--- src/rtl/core/bmpi_pkg.sv ---
// Shared types and constants of the bus-mouse PPI interface.
`timescale 1ns / 1ps
package bmpi_pkg;

   localparam int CNT_W   = 16;
   localparam int DIV_W   = 34;
   localparam int DVS_W   = 16;
   localparam int K_W     = 22;
   localparam int SMP_W   = 12;
   localparam int DCNT_W  = $clog2(DIV_W + 1);

   // elapsed/1000 as ((elapsed >> 3) * K_RECIP) >> K_POST_SHIFT, exact below 2^31
   localparam int          K_PRE_SHIFT  = 3;
   localparam int          K_POST_SHIFT = 35;
   localparam int          K_RECIP_W    = 29;
   localparam int          KPROD_W      = 57;
   localparam logic [28:0] K_RECIP      = 29'd274877907;

   localparam logic [1:0] CMD_READ   = 2'd0;
   localparam logic [1:0] CMD_WRITE  = 2'd1;
   localparam logic [1:0] CMD_MOTION = 2'd2;
   localparam logic [1:0] CMD_TICK   = 2'd3;

   localparam logic [2:0] PORT_A    = 3'd0;
   localparam logic [2:0] PORT_B    = 3'd1;
   localparam logic [2:0] PORT_C    = 3'd2;
   localparam logic [2:0] PORT_CTRL = 3'd3;
   localparam logic [2:0] PORT_TIME = 3'd4;

   localparam logic [2:0] REG_RAPID  = 3'd0;
   localparam logic [2:0] REG_MOVE   = 3'd1;
   localparam logic [2:0] REG_INTR   = 3'd2;
   localparam logic [2:0] REG_DIP2   = 3'd3;
   localparam logic [2:0] REG_DIP0   = 3'd4;

   localparam logic [31:0] MOVE_MIN_CLOCKS = 32'd2000;
   localparam logic [15:0] CLOCKS_PER_K    = 16'd1000;
   localparam logic [7:0]  RAPID_BITS      = 8'ha0;
   localparam logic [7:0]  PORTA_FIXED     = 8'h40;
   localparam logic [7:0]  PORTB_FIXED     = 8'h40;
   localparam logic [7:0]  MODE_RESET      = 8'h93;
   localparam logic [7:0]  PORTC_RESET     = 8'hf0;
   localparam logic [7:0]  PORTC_LOW_MASK  = 8'h1f;
   localparam logic [7:0]  PORTC_FIXED     = 8'h08;
   localparam logic [7:0]  OPEN_BUS        = 8'hff;

   typedef struct packed {
      logic        rapid_enable;
      logic [15:0] move_clock_period;
      logic [23:0] intr_clock_period;
      logic [7:0]  dip_switch_two;
      logic [7:0]  dip_switch_zero;
   } cfg_type;

   typedef struct packed {
      logic load;
      logic timer;
      logic div_start;
      logic div_k;
      logic lat_k;
      logic mul_x;
      logic lat_x;
      logic mul_y;
      logic lat_y;
      logic apply;
      logic exec;
      logic out_load;
   } dp_cmd_type;

   typedef struct packed {
      logic need_update;
      logic div_done;
   } dp_stat_type;

endpackage

--- src/rtl/core/bmpi_divider.sv ---
// Restoring divider, one quotient bit per cycle.
`timescale 1ns / 1ps
module bmpi_divider
   import bmpi_pkg::*;
(
   input  logic             clock,
   input  logic             reset,
   input  logic             start,
   input  logic [DIV_W-1:0] dividend,
   input  logic [DVS_W-1:0] divisor,
   output logic [DIV_W-1:0] quotient,
   output logic             done
);

   logic [DIV_W-1:0]  quo_ff;
   logic [DVS_W-1:0]  rem_ff;
   logic [DVS_W-1:0]  dvs_ff;
   logic [DCNT_W-1:0] cnt_ff;
   logic              done_ff;
   logic [DVS_W:0]    shifted;
   logic [DVS_W:0]    trial;
   logic              fits;

   assign shifted = {rem_ff, quo_ff[DIV_W-1]};
   assign trial   = shifted - {1'b0, dvs_ff};
   assign fits    = shifted >= {1'b0, dvs_ff};

   always_ff @(posedge clock) begin
      if (reset) begin
         cnt_ff  <= '0;
         done_ff <= 1'b0;
      end else if (start) begin
         cnt_ff  <= DCNT_W'(DIV_W);
         done_ff <= 1'b0;
      end else if (cnt_ff != '0) begin
         cnt_ff  <= cnt_ff - 1'b1;
         done_ff <= (cnt_ff == DCNT_W'(1));
      end else begin
         done_ff <= 1'b0;
      end
   end

   always_ff @(posedge clock) begin
      if (start) begin
         quo_ff <= dividend;
         rem_ff <= '0;
         dvs_ff <= divisor;
      end else if (cnt_ff != '0) begin
         quo_ff <= {quo_ff[DIV_W-2:0], fits};
         rem_ff <= fits ? trial[DVS_W-1:0] : shifted[DVS_W-1:0];
      end
   end

   assign quotient = quo_ff;
   assign done     = done_ff;

endmodule

--- src/rtl/core/bmpi_datapath.sv ---
// Datapath: PPI ports, motion counters, interrupt timer and result register.
`timescale 1ns / 1ps
module bmpi_datapath
   import bmpi_pkg::*;
(
   input  logic        clock,
   input  logic        reset,
   input  cfg_type     cfg,
   input  dp_cmd_type  cmd,
   output dp_stat_type stat,
   input  logic [1:0]  in_command,
   input  logic [2:0]  in_port_select,
   input  logic [7:0]  in_write_data,
   input  logic [31:0] in_now,
   input  logic signed [11:0] in_motion_x,
   input  logic signed [11:0] in_motion_y,
   input  logic [7:0]  in_buttons,
   output logic [7:0]  out_read_data,
   output logic        out_irq
);

   logic [1:0]  cmd_ff;
   logic [2:0]  port_ff;
   logic [7:0]  data_ff;
   logic [31:0] now_ff;
   logic signed [SMP_W-1:0] mx_ff, my_ff;
   logic [7:0]  btn_ff;

   logic [CNT_W-1:0] count_x_ff, count_y_ff;
   logic signed [SMP_W-1:0] remain_x_ff, remain_y_ff, sample_x_ff, sample_y_ff;
   logic [7:0]  button_ff, latched_x_ff, latched_y_ff;
   logic [31:0] last_clock_ff;
   logic        rapid_phase_ff;
   logic [7:0]  port_a_ff, port_b_ff, port_c_ff, mode_ff;
   logic [1:0]  tshift_ff;
   logic        running_ff;
   logic [31:0] next_irq_ff;
   logic        irq_ff;
   logic [7:0]  rd_ff;
   logic [K_W-1:0]   k_ff;
   logic [KPROD_W-1:0] kprod_ff;
   logic [DIV_W-1:0] prod_ff;
   logic [SMP_W-1:0] dmag_x_ff, dmag_y_ff;
   logic [7:0]  rsp_read_data_ff;
   logic        rsp_irq_ff;

   logic [31:0] diff, period, since_irq;
   logic        diff_ok, is_write_c, latch_edge, read_a_upd;
   logic [7:0]  pc_in, bitset, rd_in, sel, btn_rd, pc_rd;
   logic [SMP_W-1:0] mag_sx, mag_sy, mag_rx, mag_ry;
   logic [DIV_W-1:0] div_dividend, quotient;
   logic [DVS_W-1:0] div_divisor, mc_eff;
   logic        div_done;
   logic signed [SMP_W:0] dx, dy;

   function automatic logic [SMP_W-1:0] mag(input logic signed [SMP_W-1:0] v);
      return v[SMP_W-1] ? SMP_W'(-v) : SMP_W'(v);
   endfunction

   function automatic logic [SMP_W-1:0] min_mag(input logic [DIV_W-1:0] q,
                                                input logic [SMP_W-1:0] r);
      return (q < DIV_W'(r)) ? q[SMP_W-1:0] : r;
   endfunction

   function automatic logic [7:0] clamp8(input logic [CNT_W-1:0] c);
      logic signed [CNT_W-1:0] v;
      v = c;
      if (v > $signed(CNT_W'(127)))       return 8'h7f;
      else if (v < $signed(-CNT_W'(128))) return 8'h80;
      else                                return c[7:0];
   endfunction

   function automatic logic signed [SMP_W:0] signed_share(
      input logic signed [SMP_W-1:0] s, input logic [SMP_W-1:0] m);
      return s[SMP_W-1] ? -$signed({1'b0, m}) : $signed({1'b0, m});
   endfunction

   assign diff      = now_ff - last_clock_ff;
   assign diff_ok   = !diff[31] && (diff >= MOVE_MIN_CLOCKS);
   assign period    = 32'(cfg.intr_clock_period) << tshift_ff;
   assign since_irq = now_ff - next_irq_ff;

   always_comb begin
      bitset = port_c_ff;
      bitset[data_ff[3:1]] = data_ff[0];
   end

   assign is_write_c = (cmd_ff == CMD_WRITE) && ((port_ff == PORT_C) || (port_ff == PORT_CTRL));
   assign pc_in      = (port_ff == PORT_C) ? data_ff : (data_ff[7] ? 8'h00 : bitset);
   assign latch_edge = is_write_c && pc_in[7] && !port_c_ff[7];
   assign read_a_upd = (cmd_ff == CMD_READ) && (port_ff == PORT_A) && mode_ff[4];

   assign stat.need_update = (latch_edge || read_a_upd) && diff_ok;
   assign stat.div_done    = div_done;

   assign mag_sx = mag(sample_x_ff);
   assign mag_sy = mag(sample_y_ff);
   assign mag_rx = mag(remain_x_ff);
   assign mag_ry = mag(remain_y_ff);
   assign mc_eff = (cfg.move_clock_period == '0) ? DVS_W'(1) : cfg.move_clock_period;
   assign div_dividend = prod_ff;
   assign div_divisor  = mc_eff;
   assign dx = signed_share(sample_x_ff, dmag_x_ff);
   assign dy = signed_share(sample_y_ff, dmag_y_ff);

   bmpi_divider u_div (
      .clock    (clock),
      .reset    (reset),
      .start    (cmd.div_start),
      .dividend (div_dividend),
      .divisor  (div_divisor),
      .quotient (quotient),
      .done     (div_done)
   );

   // read muxes
   always_comb begin
      btn_rd = button_ff;
      if (cfg.rapid_enable && rapid_phase_ff) btn_rd = btn_rd | RAPID_BITS;
      if (port_c_ff[7]) sel = port_c_ff[6] ? latched_y_ff : latched_x_ff;
      else              sel = port_c_ff[6] ? count_y_ff[7:0] : count_x_ff[7:0];
      pc_rd = port_c_ff;
      if (mode_ff[3]) pc_rd = pc_rd & PORTC_LOW_MASK;
      if (mode_ff[0]) begin
         pc_rd = (pc_rd & 8'hf0) | PORTC_FIXED;
         pc_rd = pc_rd | ((cfg.dip_switch_two >> 5) & 8'h04);
         pc_rd = pc_rd | (((~cfg.dip_switch_zero) >> 4) & 8'h03);
      end
      rd_in = 8'h00;
      if (cmd_ff == CMD_READ) begin
         unique case (port_ff)
            PORT_A: begin
               if (mode_ff[4])
                  rd_in = (btn_rd & 8'hf0) | PORTA_FIXED |
                          (port_c_ff[5] ? {4'h0, sel[7:4]} : {4'h0, sel[3:0]});
               else
                  rd_in = port_a_ff;
            end
            PORT_B:  rd_in = mode_ff[1] ? PORTB_FIXED : port_b_ff;
            PORT_C:  rd_in = pc_rd;
            default: rd_in = OPEN_BUS;
         endcase
      end
   end

   always_ff @(posedge clock) begin
      if (cmd.load) begin
         cmd_ff  <= in_command;
         port_ff <= in_port_select;
         data_ff <= in_write_data;
         now_ff  <= in_now;
         mx_ff   <= in_motion_x;
         my_ff   <= in_motion_y;
         btn_ff  <= in_buttons;
      end
      if (cmd.div_k)
         kprod_ff <= KPROD_W'(diff[30:K_PRE_SHIFT]) * KPROD_W'(K_RECIP);
      if (cmd.lat_k) k_ff <= kprod_ff[K_POST_SHIFT +: K_W];
      if (cmd.mul_x) prod_ff <= DIV_W'(mag_sx) * DIV_W'(k_ff);
      if (cmd.mul_y) prod_ff <= DIV_W'(mag_sy) * DIV_W'(k_ff);
      if (cmd.lat_x) dmag_x_ff <= min_mag(quotient, mag_rx);
      if (cmd.lat_y) dmag_y_ff <= min_mag(quotient, mag_ry);
      if (cmd.exec)  rd_ff <= rd_in;
      if (cmd.out_load) begin
         rsp_read_data_ff <= rd_ff;
         rsp_irq_ff       <= irq_ff;
      end
   end

   always_ff @(posedge clock) begin
      if (reset) begin
         count_x_ff     <= '0;
         count_y_ff     <= '0;
         remain_x_ff    <= '0;
         remain_y_ff    <= '0;
         sample_x_ff    <= '0;
         sample_y_ff    <= '0;
         button_ff      <= '0;
         latched_x_ff   <= 8'hff;
         latched_y_ff   <= 8'hff;
         last_clock_ff  <= '0;
         rapid_phase_ff <= 1'b0;
         port_a_ff      <= '0;
         port_b_ff      <= '0;
         port_c_ff      <= PORTC_RESET;
         mode_ff        <= MODE_RESET;
         tshift_ff      <= '0;
         running_ff     <= 1'b0;
         next_irq_ff    <= '0;
         irq_ff         <= 1'b0;
      end else begin
         if (cmd.timer) begin
            irq_ff <= 1'b0;
            if (running_ff && !since_irq[31]) begin
               if (!port_c_ff[4]) begin
                  irq_ff      <= 1'b1;
                  next_irq_ff <= next_irq_ff + period;
               end else begin
                  running_ff <= 1'b0;
               end
            end
         end
         if (cmd.apply) begin
            rapid_phase_ff <= ~rapid_phase_ff;
            count_x_ff     <= count_x_ff + CNT_W'(dx);
            count_y_ff     <= count_y_ff + CNT_W'(dy);
            remain_x_ff    <= SMP_W'(remain_x_ff - dx);
            remain_y_ff    <= SMP_W'(remain_y_ff - dy);
            last_clock_ff  <= last_clock_ff + 32'(k_ff) * 32'(CLOCKS_PER_K);
         end
         if (cmd.exec) begin
            case (cmd_ff)
               CMD_WRITE: begin
                  case (port_ff)
                     PORT_A:    port_a_ff <= data_ff;
                     PORT_B:    port_b_ff <= data_ff;
                     PORT_TIME: tshift_ff <= data_ff[1:0];
                     default:   ;
                  endcase
                  if (is_write_c) begin
                     if ((port_ff == PORT_CTRL) && data_ff[7]) mode_ff <= data_ff;
                     if (latch_edge) begin
                        latched_x_ff <= clamp8(count_x_ff);
                        latched_y_ff <= clamp8(count_y_ff);
                        count_x_ff   <= '0;
                        count_y_ff   <= '0;
                     end
                     if (port_c_ff[4] && !pc_in[4] && !running_ff) begin
                        irq_ff      <= 1'b1;
                        running_ff  <= 1'b1;
                        next_irq_ff <= now_ff + period;
                     end
                     port_c_ff <= pc_in;
                  end
               end
               CMD_MOTION: begin
                  count_x_ff    <= count_x_ff + CNT_W'(remain_x_ff);
                  count_y_ff    <= count_y_ff + CNT_W'(remain_y_ff);
                  sample_x_ff   <= mx_ff;
                  sample_y_ff   <= my_ff;
                  remain_x_ff   <= mx_ff;
                  remain_y_ff   <= my_ff;
                  button_ff     <= btn_ff;
                  last_clock_ff <= now_ff;
               end
               default: ;
            endcase
         end
      end
   end

   assign out_read_data = rsp_read_data_ff;
   assign out_irq       = rsp_irq_ff;

endmodule

--- src/rtl/core/bmpi_ctrl.sv ---
// Controller: sequences one transaction through timer, motion update and command.
`timescale 1ns / 1ps
module bmpi_ctrl
   import bmpi_pkg::*;
(
   input  logic        clock,
   input  logic        reset,
   input  logic        req_valid,
   output logic        req_stall,
   output logic        rsp_valid,
   input  logic        rsp_stall,
   input  dp_stat_type stat,
   output dp_cmd_type  cmd
);

   typedef enum logic [3:0] {
      ST_IDLE, ST_TIMER, ST_CHECK, ST_WAIT_K, ST_MUL_X, ST_DIV_X, ST_WAIT_X,
      ST_MUL_Y, ST_DIV_Y, ST_WAIT_Y, ST_APPLY, ST_EXEC, ST_OUT
   } state_type;

   state_type state_ff, state_in;
   logic      rsp_valid_ff;
   logic      out_free;

   assign out_free = !rsp_valid_ff || !rsp_stall;

   always_comb begin
      cmd      = '0;
      state_in = state_ff;
      unique case (state_ff)
         ST_IDLE: if (req_valid) begin
            cmd.load = 1'b1;
            state_in = ST_TIMER;
         end
         ST_TIMER: begin
            cmd.timer = 1'b1;
            state_in  = ST_CHECK;
         end
         ST_CHECK: begin
            if (stat.need_update) begin
               cmd.div_k = 1'b1;
               state_in  = ST_WAIT_K;
            end else begin
               state_in = ST_EXEC;
            end
         end
         ST_WAIT_K: begin
            cmd.lat_k = 1'b1;
            state_in  = ST_MUL_X;
         end
         ST_MUL_X: begin
            cmd.mul_x = 1'b1;
            state_in  = ST_DIV_X;
         end
         ST_DIV_X: begin
            cmd.div_start = 1'b1;
            state_in      = ST_WAIT_X;
         end
         ST_WAIT_X: if (stat.div_done) begin
            cmd.lat_x = 1'b1;
            state_in  = ST_MUL_Y;
         end
         ST_MUL_Y: begin
            cmd.mul_y = 1'b1;
            state_in  = ST_DIV_Y;
         end
         ST_DIV_Y: begin
            cmd.div_start = 1'b1;
            state_in      = ST_WAIT_Y;
         end
         ST_WAIT_Y: if (stat.div_done) begin
            cmd.lat_y = 1'b1;
            state_in  = ST_APPLY;
         end
         ST_APPLY: begin
            cmd.apply = 1'b1;
            state_in  = ST_EXEC;
         end
         ST_EXEC: begin
            cmd.exec = 1'b1;
            state_in = ST_OUT;
         end
         ST_OUT: if (out_free) begin
            cmd.out_load = 1'b1;
            state_in     = ST_IDLE;
         end
         default: state_in = ST_IDLE;
      endcase
   end

   always_ff @(posedge clock) begin
      if (reset) begin
         state_ff     <= ST_IDLE;
         rsp_valid_ff <= 1'b0;
      end else begin
         state_ff <= state_in;
         if (cmd.out_load)    rsp_valid_ff <= 1'b1;
         else if (!rsp_stall) rsp_valid_ff <= 1'b0;
      end
   end

   assign req_stall = (state_ff != ST_IDLE);
   assign rsp_valid = rsp_valid_ff;

   a_accept_starts: assert property (@(posedge clock) disable iff (reset)
      (req_valid && !req_stall) |=> (state_ff == ST_TIMER))
      else $error("accepted transaction did not start the sequence");

   a_done_in_wait: assert property (@(posedge clock) disable iff (reset)
      stat.div_done |-> (state_ff == ST_WAIT_K || state_ff == ST_WAIT_X ||
                         state_ff == ST_WAIT_Y))
      else $error("divider finished outside a wait state");

   a_out_holds: assert property (@(posedge clock) disable iff (reset)
      (state_ff == ST_OUT && rsp_valid_ff && rsp_stall) |=> (state_ff == ST_OUT))
      else $error("result overwritten while previous one is stalled");

endmodule

--- src/rtl/core/bus_mouse_ppi_interface.sv ---
// Top level of the bus-mouse PPI interface: register port and block wiring.
//
// Input channel req_*: one transaction per bus read, bus write, motion sample
// or time tick, taken when req_valid is high and req_stall is low. Every
// transaction produces exactly one result on rsp_* (read_data, irq), taken
// when rsp_valid is high and rsp_stall is low.
// One transaction is handled at a time. Without a motion update the
// sequencer runs the timer, check, command and output states; rsp_valid
// rises in the same cycle as the sequencer is idle again and can accept the
// next transaction. A port A read in mouse mode or a latch write that finds
// 2000 or more clocks elapsed forms elapsed/1000 by a reciprocal multiply,
// then runs one division per axis on the shared one-bit-per-cycle divider.
// req_stall is low whenever the sequencer is idle, even while a result is
// still waiting in the output register; a held rsp_stall keeps that result
// and the next one waits inside the block until the register frees.
// Reset (synchronous, active high) restores all ports, counters, the timer
// and the config registers to power-up values; no clearing pass is needed.
// Registers are written through psel/penable/pwrite at byte address 4*index
// and should only change while the block is idle.
`timescale 1ns / 1ps
module bus_mouse_ppi_interface
   import bmpi_pkg::*;
(
   input  logic        clock,
   input  logic        reset,
   input  logic        req_valid,
   output logic        req_stall,
   input  logic [1:0]  req_command,
   input  logic [2:0]  req_port_select,
   input  logic [7:0]  req_write_data,
   input  logic [31:0] req_now,
   input  logic signed [11:0] req_motion_x,
   input  logic signed [11:0] req_motion_y,
   input  logic [7:0]  req_buttons,
   output logic        rsp_valid,
   input  logic        rsp_stall,
   output logic [7:0]  rsp_read_data,
   output logic        rsp_irq,
   input  logic        psel,
   input  logic        penable,
   input  logic        pwrite,
   input  logic [4:0]  paddr,
   input  logic [31:0] pwdata,
   output logic [31:0] prdata,
   output logic        pready
);

   cfg_type     cfg_ff;
   dp_cmd_type  cmd;
   dp_stat_type stat;
   logic        wr_en;
   logic [2:0]  reg_idx;

   assign pready  = 1'b1;
   assign wr_en   = psel && penable && pwrite;
   assign reg_idx = paddr[4:2];

   always_ff @(posedge clock) begin
      if (reset) begin
         cfg_ff.rapid_enable      <= 1'b0;
         cfg_ff.move_clock_period <= 16'd354;
         cfg_ff.intr_clock_period <= 24'd166400;
         cfg_ff.dip_switch_two    <= '0;
         cfg_ff.dip_switch_zero   <= '0;
      end else if (wr_en) begin
         case (reg_idx)
            REG_RAPID: cfg_ff.rapid_enable      <= pwdata[0];
            REG_MOVE:  cfg_ff.move_clock_period <= pwdata[15:0];
            REG_INTR:  cfg_ff.intr_clock_period <= pwdata[23:0];
            REG_DIP2:  cfg_ff.dip_switch_two    <= pwdata[7:0];
            REG_DIP0:  cfg_ff.dip_switch_zero   <= pwdata[7:0];
            default:   ;
         endcase
      end
   end

   always_comb begin
      unique case (reg_idx)
         REG_RAPID: prdata = 32'(cfg_ff.rapid_enable);
         REG_MOVE:  prdata = 32'(cfg_ff.move_clock_period);
         REG_INTR:  prdata = 32'(cfg_ff.intr_clock_period);
         REG_DIP2:  prdata = 32'(cfg_ff.dip_switch_two);
         REG_DIP0:  prdata = 32'(cfg_ff.dip_switch_zero);
         default:   prdata = '0;
      endcase
   end

   bmpi_ctrl u_ctrl (
      .clock     (clock),
      .reset     (reset),
      .req_valid (req_valid),
      .req_stall (req_stall),
      .rsp_valid (rsp_valid),
      .rsp_stall (rsp_stall),
      .stat      (stat),
      .cmd       (cmd)
   );

   bmpi_datapath u_dp (
      .clock          (clock),
      .reset          (reset),
      .cfg            (cfg_ff),
      .cmd            (cmd),
      .stat           (stat),
      .in_command     (req_command),
      .in_port_select (req_port_select),
      .in_write_data  (req_write_data),
      .in_now         (req_now),
      .in_motion_x    (req_motion_x),
      .in_motion_y    (req_motion_y),
      .in_buttons     (req_buttons),
      .out_read_data  (rsp_read_data),
      .out_irq        (rsp_irq)
   );

endmodule
--- config.mk ---
export PLATFORM = sky130hd
export DESIGN_NAME = bus_mouse_ppi_interface
export DESIGN_NICKNAME = d
export VERILOG_FILES = /design/src/rtl/core/bmpi_pkg.sv /design/src/rtl/core/bmpi_divider.sv /design/src/rtl/core/bmpi_datapath.sv /design/src/rtl/core/bmpi_ctrl.sv /design/src/rtl/core/bus_mouse_ppi_interface.sv
export SDC_FILE = /design/constraint.sdc
export NUM_CORES = 2
export LEC_CHECK = 0
export BUFFER_PORTS_ARGS = -buffer_cell sky130_fd_sc_hd__clkbuf_2
export CORE_MARGIN = 5
export CORE_UTILIZATION = 30
export DETAILED_ROUTE_END_ITERATION = 10
export GPL_TIMING_DRIVEN = 0
export PLACE_DENSITY = 0.44
export SETUP_SLACK_MARGIN = 0.02
export SYNTH_ARGS = -nofsm -noshare
export SYNTH_HDL_FRONTEND = slang
export SYNTH_SLANG_ARGS = --single-unit
export TNS_END_PERCENT = 1
--- constraint.sdc ---
create_clock -name clock -period 10.8 [get_ports clock]
set_clock_uncertainty 0.05 [all_clocks]
set_input_delay 1.08 -clock clock [delete_from_list [all_inputs] [get_ports clock]]
set_output_delay 1.08 -clock clock [all_outputs]
set_load 0.03 [all_outputs]
==> metrics.yaml <==
die_h_um: 473.6
num_vias: 50700
routed_wl_um: 221600
grt_use_met2: 0.3228
clock_sinks: 522
grt_pass1_wl_um: 335000
antenna_found_initial: 9
seq_area_frac_synth: 0.1995
final_max_slew_viol_count: 0
worstPathArrival_ns: 10.74
dr.pass1.iters: 6
drv_cap: 0
cts.path.max_buffers: 3
crit_top_cell: "fa_1"
hold_viol: 0
worstPathMaxFanout: 8
hold_class: "reg -> reg"
cts_made_buffers: 71
htreeDepth: 3
die_w_um: 473.6
initial_core_util: 0.3010
synth-edff-count: 241
synth_area_um2: 64480
grt_pass1_vias: 52410
synth_seq_cells: 522
crit_path_end_kind: "flop"
cts_tree: "yes"
drt_iter0_markers: 3377
fmax_mhz: 96.17
clock_latency_ns: 0.68
grtUsageTotal: 0.1963
min_period_ns: 10.40
use_met3: 0.02023
final_nets: 8923
postSynthCellCount: 7020
gp_congestion: 0.8904
grt_setup_unrepaired: "true"
die_area_um2: 224300
use_met1: 0.2784
tightestPinTransition_ns: 1.412
hpwlAfterDp_um: 182900
fillers: 22270
vias_per_cell: 4.986
rows: 170
ys_warn_count: 0
port_buffers: 136
worstPathRequired_ns: 11.14
final_util: 0.3352
cts_root_buf: "clkbuf_16"
grt_busiest_layer: "met2"
crit_type: "reg -> reg"
grt_max_degree: 51
routedWlPerCell_um: 21.80
status: "finished, final reports clean"
drc: 0
slowest_stage: "fa_1"
syn_to_final_growth_pct: 11.34
synth.avg_cell_area_um2: 9.185
drtAntennaViolNets: 0
ys.flop_type: "dfxtp_1"
fin_crit_sh: 0.9628
cp-start-kind: "flop"
io_pins: 165
synth_cell_type_count: 89
core-area_um2: 214200
async_reset_ff_frac: 0
grt-ovfl-total: 0
slowest_delay_ns: 0.59
clk_pin_slew_ns: 0.06
slew_headroom: 0.05213
drive_gt1_frac: 0.05883
setup_viol: 0
layout make-up:
type	count	area, um2	share of cell area
Multi-Input combinational cell	5188	46890	0.6530
Sequential cell	522	12860	0.1791
Inverter	1045	3926	0.05469
Tap cell	2838	3551	0.04946
Clock buffer	89	1988	0.02769
Buffer	272	1061	0.01478
Timing Repair Buffer	169	1037	0.01445
Clock inverter	41	474.2	0.006605
Antenna cell	4	10.01	0.0001394
layout by cell type, fill, tap and decap left out, types with 50 or more instances in the layout:
cell | netlist | final
nand2b_1 | 68 | 68
edfxtp_1 | 241 | 241
ha_1 | 799 | 798
fa_1 | 734 | 734
o21ai_0 | 258 | 256
xnor2_1 | 203 | 194
clkbuf_16 | 0 | 74
mux2i_1 | 120 | 120
a211oi_1 | 70 | 69
clkbuf_1 | 248 | 254
nor2_1 | 321 | 319
a21oi_1 | 380 | 379
and2_1 | 50 | 50
a21o_1 | 182 | 182
nand3_1 | 70 | 70
nor2b_1 | 153 | 152
nand2_1 | 851 | 851
nor3_1 | 89 | 87
o21a_1 | 53 | 53
o211ai_1 | 53 | 53
inv_1 | 1043 | 1039
xor2_1 | 124 | 119
clkbuf_2 | 0 | 137
dfxtp_1 | 281 | 281
through the flow:
step	TNS, ns	cells	instance area (um2)	hold WS, ns	worst slack, ns
after floorplan	0	7027	64510	0.3503	1.519
after global placement	-12.41	10000	68740	0.3536	-1.070
after detailed placement	-11.50	10020	69100	0.3545	-1.026
after CTS	0	10160	71700	0.3617	0.04814
after global routing	-0.01196	10170	71800	0.3671	-0.01196
final	0	10170	71800	0.3667	0.4019
flip-flops by register name (all words and copies together), names as in the netlist, 22 cells and up:
name / cells
u_dp.last_clock_ff: 32
u_dp.next_irq_ff: 32
u_dp.div_dividend: 34
cfg_ff: 57
u_dp.now_ff: 32
u_dp.u_div.quotient: 34
u_dp.k_ff: 22
u_dp.kprod_ff: 22
final timing paths:
| check | depth (start not counted) | from | slack, ns | endpoint |
|---|---|---|---|---|
| max | 35 | u_dp.now_ff[0] | 0.40 | u_dp.kprod_ff[56] |
| max reg2reg | 35 | u_dp.now_ff[0] | 0.40 | u_dp.kprod_ff[56] |
| min reg2reg | 0 | u_dp.kprod_ff[38] | 0.37 | u_dp.k_ff[3] |
| min | 0 | u_dp.kprod_ff[38] | 0.37 | u_dp.k_ff[3] |
cell families after synthesis:
logic type,synth area share
AND/OR/NAND/NOR,0.1292
adder cells (fa/ha/maj),0.3829
AO/OA/AOI/OAI,0.1340
buffers and inverters,0.07727
flip-flops,0.1995
XOR/XNOR,0.04442
multiplexers,0.03264
other,0.0001165
cells in the mapped netlist, drive strengths merged (18+ instances only):
| master | number | area share |
|---|---|---|
| inv | 1044 | 0.061 |
| nor4 | 21 | 0.0021 |
| nor3 | 89 | 0.0069 |
| nor3b | 18 | 0.0021 |
| fa | 734 | 0.23 |
| or2 | 20 | 0.0019 |
| o21ai | 259 | 0.020 |
| a22oi | 28 | 0.0033 |
| mux4 | 23 | 0.0080 |
| buf | 24 | 0.0020 |
| a211oi | 71 | 0.0085 |
| mux2i | 121 | 0.019 |
| nand3 | 70 | 0.0054 |
| nand4 | 37 | 0.0036 |
| a21o | 182 | 0.021 |
| nand2b | 68 | 0.0066 |
| ha | 799 | 0.16 |
| edfxtp | 241 | 0.11 |
| o21a | 53 | 0.0062 |
| mux2 | 33 | 0.0058 |
| nand2 | 851 | 0.050 |
| and2 | 51 | 0.0049 |
| xor2 | 124 | 0.017 |
| a31oi | 27 | 0.0026 |
| a21boi | 18 | 0.0021 |
| clkbuf | 248 | 0.014 |
| o41ai | 18 | 0.0026 |
| nor2 | 321 | 0.019 |
| o31ai | 38 | 0.0044 |
| o211ai | 53 | 0.0062 |
| dfxtp | 281 | 0.087 |
| o21bai | 43 | 0.0050 |
| or3 | 37 | 0.0037 |
| xnor2 | 203 | 0.028 |
| a21oi | 380 | 0.029 |
| nor2b | 153 | 0.015 |
| and3 | 35 | 0.0034 |
worst max-delay path, delay by kind of cell, from the launching register on:
family | cells | cell delay, ns
buffers and inverters | 7 | 1.10
and+or+nand+nor | 5 | 1.37
DFF | 1 | 0.49
AOI/OAI and AO/OA | 13 | 2.89
adders and majority gates | 10 | 4.20
repair_timing:
item / CTS / global route
setup endpoints to repair: 19 / 12
endpoints found under the hold margin: 0 / 0
resized for setup: 14 / 11
hold buffers: 0 / 0
setup buffers: 8 / 5
pin swaps: 1 / 4
layer usage:
metal | up-vias | wire (um)
li1 | 24030 | -
met1 | 25410 | 105900
met2 | 1061 | 101800
met3 | 209 | 8825
met4 | 0 | 5115
met5 | - | 0
Power is not shown: default switching activity piles up to over one toggle a cycle in this logic, so the estimate is an artifact.
